<file path="src/rtl/sha512_pkg.sv">
// ----------------------------------------------------------------------------
// sha512_pkg
// Shared types and constants for the SHA-512 compression block.
// ----------------------------------------------------------------------------
`default_nettype none
package sha512_pkg;

  typedef logic [63:0] word_t;

  // One message word as it leaves the front queue
  typedef struct packed {
    word_t msg_word;
    logic  first_of_message;
    logic  final_block;
  } qent_t;

  typedef enum logic [1:0] {
    ST_LOAD,
    ST_ROUND,
    ST_ADD,
    ST_EMIT
  } state_t;

  localparam int QDEPTH = 2;

  function automatic word_t init_hash(input logic [2:0] i);
    word_t r;
    case (i)
      3'd0: r = 64'h6a09e667f3bcc908;
      3'd1: r = 64'hbb67ae8584caa73b;
      3'd2: r = 64'h3c6ef372fe94f82b;
      3'd3: r = 64'ha54ff53a5f1d36f1;
      3'd4: r = 64'h510e527fade682d1;
      3'd5: r = 64'h9b05688c2b3e6c1f;
      3'd6: r = 64'h1f83d9abfb41bd6b;
      default: r = 64'h5be0cd19137e2179;
    endcase
    return r;
  endfunction

  function automatic word_t round_k(input logic [6:0] i);
    word_t r;
    case (i)
      7'd0: r = 64'h428a2f98d728ae22; 7'd1: r = 64'h7137449123ef65cd;
      7'd2: r = 64'hb5c0fbcfec4d3b2f; 7'd3: r = 64'he9b5dba58189dbbc;
      7'd4: r = 64'h3956c25bf348b538; 7'd5: r = 64'h59f111f1b605d019;
      7'd6: r = 64'h923f82a4af194f9b; 7'd7: r = 64'hab1c5ed5da6d8118;
      7'd8: r = 64'hd807aa98a3030242; 7'd9: r = 64'h12835b0145706fbe;
      7'd10: r = 64'h243185be4ee4b28c; 7'd11: r = 64'h550c7dc3d5ffb4e2;
      7'd12: r = 64'h72be5d74f27b896f; 7'd13: r = 64'h80deb1fe3b1696b1;
      7'd14: r = 64'h9bdc06a725c71235; 7'd15: r = 64'hc19bf174cf692694;
      7'd16: r = 64'he49b69c19ef14ad2; 7'd17: r = 64'hefbe4786384f25e3;
      7'd18: r = 64'h0fc19dc68b8cd5b5; 7'd19: r = 64'h240ca1cc77ac9c65;
      7'd20: r = 64'h2de92c6f592b0275; 7'd21: r = 64'h4a7484aa6ea6e483;
      7'd22: r = 64'h5cb0a9dcbd41fbd4; 7'd23: r = 64'h76f988da831153b5;
      7'd24: r = 64'h983e5152ee66dfab; 7'd25: r = 64'ha831c66d2db43210;
      7'd26: r = 64'hb00327c898fb213f; 7'd27: r = 64'hbf597fc7beef0ee4;
      7'd28: r = 64'hc6e00bf33da88fc2; 7'd29: r = 64'hd5a79147930aa725;
      7'd30: r = 64'h06ca6351e003826f; 7'd31: r = 64'h142929670a0e6e70;
      7'd32: r = 64'h27b70a8546d22ffc; 7'd33: r = 64'h2e1b21385c26c926;
      7'd34: r = 64'h4d2c6dfc5ac42aed; 7'd35: r = 64'h53380d139d95b3df;
      7'd36: r = 64'h650a73548baf63de; 7'd37: r = 64'h766a0abb3c77b2a8;
      7'd38: r = 64'h81c2c92e47edaee6; 7'd39: r = 64'h92722c851482353b;
      7'd40: r = 64'ha2bfe8a14cf10364; 7'd41: r = 64'ha81a664bbc423001;
      7'd42: r = 64'hc24b8b70d0f89791; 7'd43: r = 64'hc76c51a30654be30;
      7'd44: r = 64'hd192e819d6ef5218; 7'd45: r = 64'hd69906245565a910;
      7'd46: r = 64'hf40e35855771202a; 7'd47: r = 64'h106aa07032bbd1b8;
      7'd48: r = 64'h19a4c116b8d2d0c8; 7'd49: r = 64'h1e376c085141ab53;
      7'd50: r = 64'h2748774cdf8eeb99; 7'd51: r = 64'h34b0bcb5e19b48a8;
      7'd52: r = 64'h391c0cb3c5c95a63; 7'd53: r = 64'h4ed8aa4ae3418acb;
      7'd54: r = 64'h5b9cca4f7763e373; 7'd55: r = 64'h682e6ff3d6b2b8a3;
      7'd56: r = 64'h748f82ee5defb2fc; 7'd57: r = 64'h78a5636f43172f60;
      7'd58: r = 64'h84c87814a1f0ab72; 7'd59: r = 64'h8cc702081a6439ec;
      7'd60: r = 64'h90befffa23631e28; 7'd61: r = 64'ha4506cebde82bde9;
      7'd62: r = 64'hbef9a3f7b2c67915; 7'd63: r = 64'hc67178f2e372532b;
      7'd64: r = 64'hca273eceea26619c; 7'd65: r = 64'hd186b8c721c0c207;
      7'd66: r = 64'heada7dd6cde0eb1e; 7'd67: r = 64'hf57d4f7fee6ed178;
      7'd68: r = 64'h06f067aa72176fba; 7'd69: r = 64'h0a637dc5a2c898a6;
      7'd70: r = 64'h113f9804bef90dae; 7'd71: r = 64'h1b710b35131c471b;
      7'd72: r = 64'h28db77f523047d84; 7'd73: r = 64'h32caab7b40c72493;
      7'd74: r = 64'h3c9ebe0a15c9bebc; 7'd75: r = 64'h431d67c49c100d4c;
      7'd76: r = 64'h4cc5d4becb3e42b6; 7'd77: r = 64'h597f299cfc657e2a;
      7'd78: r = 64'h5fcb6fab3ad6faec; default: r = 64'h6c44198c4a475817;
    endcase
    return r;
  endfunction

  function automatic word_t rotr(input word_t x, input int n);
    return (x >> n) | (x << (64 - n));
  endfunction

  function automatic word_t bsig0(input word_t x);
    return rotr(x, 28) ^ rotr(x, 34) ^ rotr(x, 39);
  endfunction
  function automatic word_t bsig1(input word_t x);
    return rotr(x, 14) ^ rotr(x, 18) ^ rotr(x, 41);
  endfunction
  function automatic word_t ssig0(input word_t x);
    return rotr(x, 1) ^ rotr(x, 8) ^ (x >> 7);
  endfunction
  function automatic word_t ssig1(input word_t x);
    return rotr(x, 19) ^ rotr(x, 61) ^ (x >> 6);
  endfunction

endpackage
`default_nettype wire

</file>
<file path="src/rtl/sha512_queue.sv">
// ----------------------------------------------------------------------------
// sha512_queue
// Front part: a small queue that takes message words from the input channel.
// ----------------------------------------------------------------------------
`default_nettype none
module sha512_queue (
  input  wire                 clk,
  input  wire                 rst,
  input  wire                 in_valid,
  output logic                in_ready,
  input  sha512_pkg::qent_t   in_ent,
  output logic                out_valid,
  input  wire                 out_ready,
  output sha512_pkg::qent_t   out_ent
);

  sha512_pkg::qent_t mem [sha512_pkg::QDEPTH];
  logic       wr_ptr;
  logic       rd_ptr;
  logic [1:0] count;
  logic       push;
  logic       pop;

  assign in_ready  = (count != 2'(sha512_pkg::QDEPTH));
  assign out_valid = (count != 2'd0);
  assign out_ent   = mem[rd_ptr];
  assign push      = in_valid && in_ready;
  assign pop       = out_valid && out_ready;

  // Advance pointers and count
  always_ff @(posedge clk) begin
    if (rst) begin
      wr_ptr <= 1'b0;
      rd_ptr <= 1'b0;
      count  <= 2'd0;
    end else begin
      if (push) wr_ptr <= ~wr_ptr;
      if (pop)  rd_ptr <= ~rd_ptr;
      count <= count + 2'(push) - 2'(pop);
    end
  end

  // Store the word
  always_ff @(posedge clk) begin
    if (push) mem[wr_ptr] <= in_ent;
  end

endmodule
`default_nettype wire

</file>
<file path="config.mk">
export PLATFORM = sky130hd
export DESIGN_NAME = sha512_queue
export DESIGN_NICKNAME = d
export VERILOG_FILES = /design/src/rtl/sha512_pkg.sv /design/src/rtl/sha512_queue.sv
export SDC_FILE = /design/constraint.sdc
export NUM_CORES = 1
export LEC_CHECK = 0
export ABC_CLOCK_PERIOD_IN_PS = 3800
export BUFFER_PORTS_ARGS = -buffer_cell sky130_fd_sc_hd__buf_2
export CAP_MARGIN = 20
export CELL_PAD_IN_SITES_DETAIL_PLACEMENT = 0
export CELL_PAD_IN_SITES_GLOBAL_PLACEMENT = 1
export CORE_ASPECT_RATIO = 1.5
export CORE_MARGIN = 4
export CORE_UTILIZATION = 40
export CTS_BUF_LIST = sky130_fd_sc_hd__clkbuf_4 sky130_fd_sc_hd__clkbuf_8 sky130_fd_sc_hd__clkbuf_16
export CTS_CLUSTER_DIAMETER = 200
export DETAILED_ROUTE_END_ITERATION = 6
export PLACE_DENSITY_LB_ADDON = 0.3
export SLEW_MARGIN = 20
export SYNTH_ARGS = -nofsm -noshare
export SYNTH_HDL_FRONTEND = slang
export SYNTH_SLANG_ARGS = --single-unit
</file>
<file path="constraint.sdc">
create_clock -name clk -period 3.8 [get_ports clk]
set_input_delay 0.19 -clock clk [delete_from_list [all_inputs] [get_ports clk]]
set_output_delay 0.19 -clock clk [all_outputs]
set_load 0.05 [all_outputs]
</file>
==> results by group <==
Global routing
  • First-pass GRT wire length: 15.08 mm
  • Remaining global-route overflow: 0
  • Initial antenna violation count: 0
  • Pin count of the biggest net entering global routing: 67
  • Total track usage: 0.1362
  • Vias in the first global route: ~3,000

Cells and area
  • Non-Filler Instances: 614
  • Area grow syn2layout: 40.45%
  • Nets: 518
  • Most frequent cells in the layout: 137 x buf_2, 132 x edfxtp_1, 66 x dlygate4sd3_1
  • Fin util: 0.5756
  • Design Area, Final: just over 7000 um2
  • Commonest non-fill, non-tap cell in the layout: buf_2
  • Layout cell share with drive strength beyond 1: 0.5284
  • ANT cells: 0

Clock network
  • CTS tree: yes
  • CTS max path bufs: 2
  • CTS buffer count: 17
  • CTS root buf: clkbuf_16
  • Clock Latency Late Sink: 0.40 ns
  • Post-CTS Setup Inserts: 0
  • CTS H-Tree Depth: 4
  • Clock Sinks: 137
  • Clock-pin transition on the worst setup and hold timing paths: ~0.05 ns

Drt
  • DRT iter0 DRCs: roughly 80
  • Final WL: about 9.5 mm
  • Vias per cell: between 4 and 5
  • Drt first pass iters: 4
  • Routed wire per std cell: roughly 16 um
  • Routed Antenna Nets: 0
  • DRC Markers: 0
  • Via count: about 2,800

Floorplan
  • # rows: 50
  • Die height: approximately 150 um
  • Core Footprint: around 13,000 um2
  • Die Footprint: around 15,000 um2
  • Starting density of the core: 0.4099
  • IO Pins: roughly 140
  • Die width: about 100 um

Yosys
  • Compound-Gate Fraction of Synth Area: 0.001457
  • Syn avg cell area: 22.51 um2
  • Netlist Area Pre-Place: 5154 um2
  • Syn nets: around 300
  • Unique masters post-synth: 17
  • Cells after Synth: between 200 and 250
  • Post-synthesis simple-gate area fraction: 0.01092
  • Post-Synth Adder-Cell Area: 0.004856
  • Synth warn: 0
  • Post-synthesis register bit count: 137
  • Main combinational cell family by area after synthesis: multiplexers
  • XOR/XNOR Fraction of Synth Area: 0.005098
  • Seq/Total Area, Yosys: 0.7885
  • Post-synthesis mux area share: 0.1755

STA
  • Part of the cycle the worst path needs: 0.5649
  • Clock Skew: around 0.0053 ns
  • Tmin final: around 2.1 ns
  • Hold WS: around 0.028 ns
  • TNS Setup: 0 ns
  • Post-route setup slack: 1.653 ns
  • Final setup vio count: 0
  • Slew at the pin with the worst max-slew slack: ~0.94 ns
  • Peak Freq: between 400 and 500 MHz
  • Slew Viols, Final: 0
  • Rel. slew slack: 0.3702
  • RSZ-0062 raised after global routing: no
  • Final hold vios: 0

Setup path
  • Crit path largest cell delay: approximately 0.6 ns
  • R2R cell count: 4
  • FF-to-FF setup slack: about 1.8 ns
  • CP Data Required Time: around 3.6 ns
  • Crit path arrival time: ~2.0 ns
  • CP delay by family, top: flip-flops
  • Crit path buf inv count: 2
  • Levels on crit path: 3
  • Crit Path Max Fanout: 48
  • CP endpoint: out_ent[4]
  • Reg-to-reg startpoint: count[0]
  • Setup crit end kind: output pin
  • CP max stage cell: dfxtp_4
  • Startpoint type of the worst setup path: flop
  • Reg-to-reg endpoint: mem[0][50]
  • Crit path kind: reg -> out
  • Crit path cell chain: buf_16 > mux2_2 > buf_2

Placed design
  • Placed Area: between 6000 and 7000 um2
  • Post-DP HPWL: approximately 6 mm
  • Pre-CTS WS: 1.698 ns
  • Port Buffer Count: about 140
  • Placer congestion estimate: 0.6724
  • Cells after DPL: approximately 520

Power and ir drop
  • Design Power: about 5.2 mW
  • Max VDD drop: between 0.4 and 0.5 mV
  • Leak: 2.841 nW
  • Cell Pwr Density: between 700 and 800 nW/um2

Worst hold path
  • HP Class: in -> reg

Outcome
  • Status: finished, final reports clean

Job
  • Maxcap violations: 0
==> worst min-delay path by stage <==
stage	startpoint	end	slack, ns	cells after the start
final	rst	flop	0.03	2
after global routing	rst	flop	0.04	2
after CTS	rst	flop	0.008	2
after detailed placement	in_ent[8]	mem[1][8]	0.38	1
after global placement	in_ent[3]	mem[1][3]	0.38	1
after floorplan	rst	count[0]	0.26	1
==> timing repair <==
item / in CTS / in global routing
gates resized for setup: 0 / 0
hold buffers: 66 / 0
hold endpoints to repair: 132 / 0
==> power breakdown <==
group          total, mW  internal [mW]  switching [mW]  leakage (nW)
combinational       1.76          0.581            1.18          1.28
clock               1.49          0.964           0.530         0.281
sequential          1.99           1.90          0.0890          1.28
total               5.25           3.45            1.80          2.84
==> synthesized netlist by cell type <==
cell,count,area [um2]
nand2_1,1,3.750
nor2_1,5,18.77
mux2_2,27,304.0
nor2b_1,2,12.51
edfxtp_1,132,3964
and3_1,1,6.260
dfxtp_1,5,100.1
xor2_1,1,8.760
nand2b_2,1,8.760
mux2_4,40,600.6
inv_1,1,3.750
or2_2,1,6.260
ha_1,2,25.02
xnor2_1,2,17.52
o21a_1,1,7.510
buf_6,5,56.30
buf_2,2,10.01
==> metal layers <==
metal | track usage | routed length [um] | vias up
met5 | 0 | 0 | -
met4 | 0.05732 | 119 | 0
met3 | 0.04988 | 547 | 10
met2 | 0.2493 | 5441 | 82
met1 | 0.1346 | 3429 | 1355
li1 | - | - | 1337
==> sequential cells by signal, summed over array words and instances, names as in the netlist, named ones only <==
register / count
count: 2
wr_ptr: 1
mem: 132
rd_ptr: 1
==> cell families after synthesis <==
family,after synthesis
adders and majority gates,2
DFF,137
and+or+nand+nor,11
buffers and inverters,8
muxes,67
xor gates and xnor gates,3
AOI/OAI and AO/OA,1
==> final cells by class <==
| type | instances | area (um2) |
|---|---|---|
| fillers | 974 | 5336 |
| flip-flops and latches | 137 | 4068 |
| repair buffers | 205 | 1394 |
| multi-input cells | 84 | 1032 |
| clock buffers | 27 | 500.5 |
| well taps | 156 | 195.2 |
| clock inverters | 4 | 45.04 |
| inverters | 1 | 3.754 |
(Power assumes the default switching activity.)
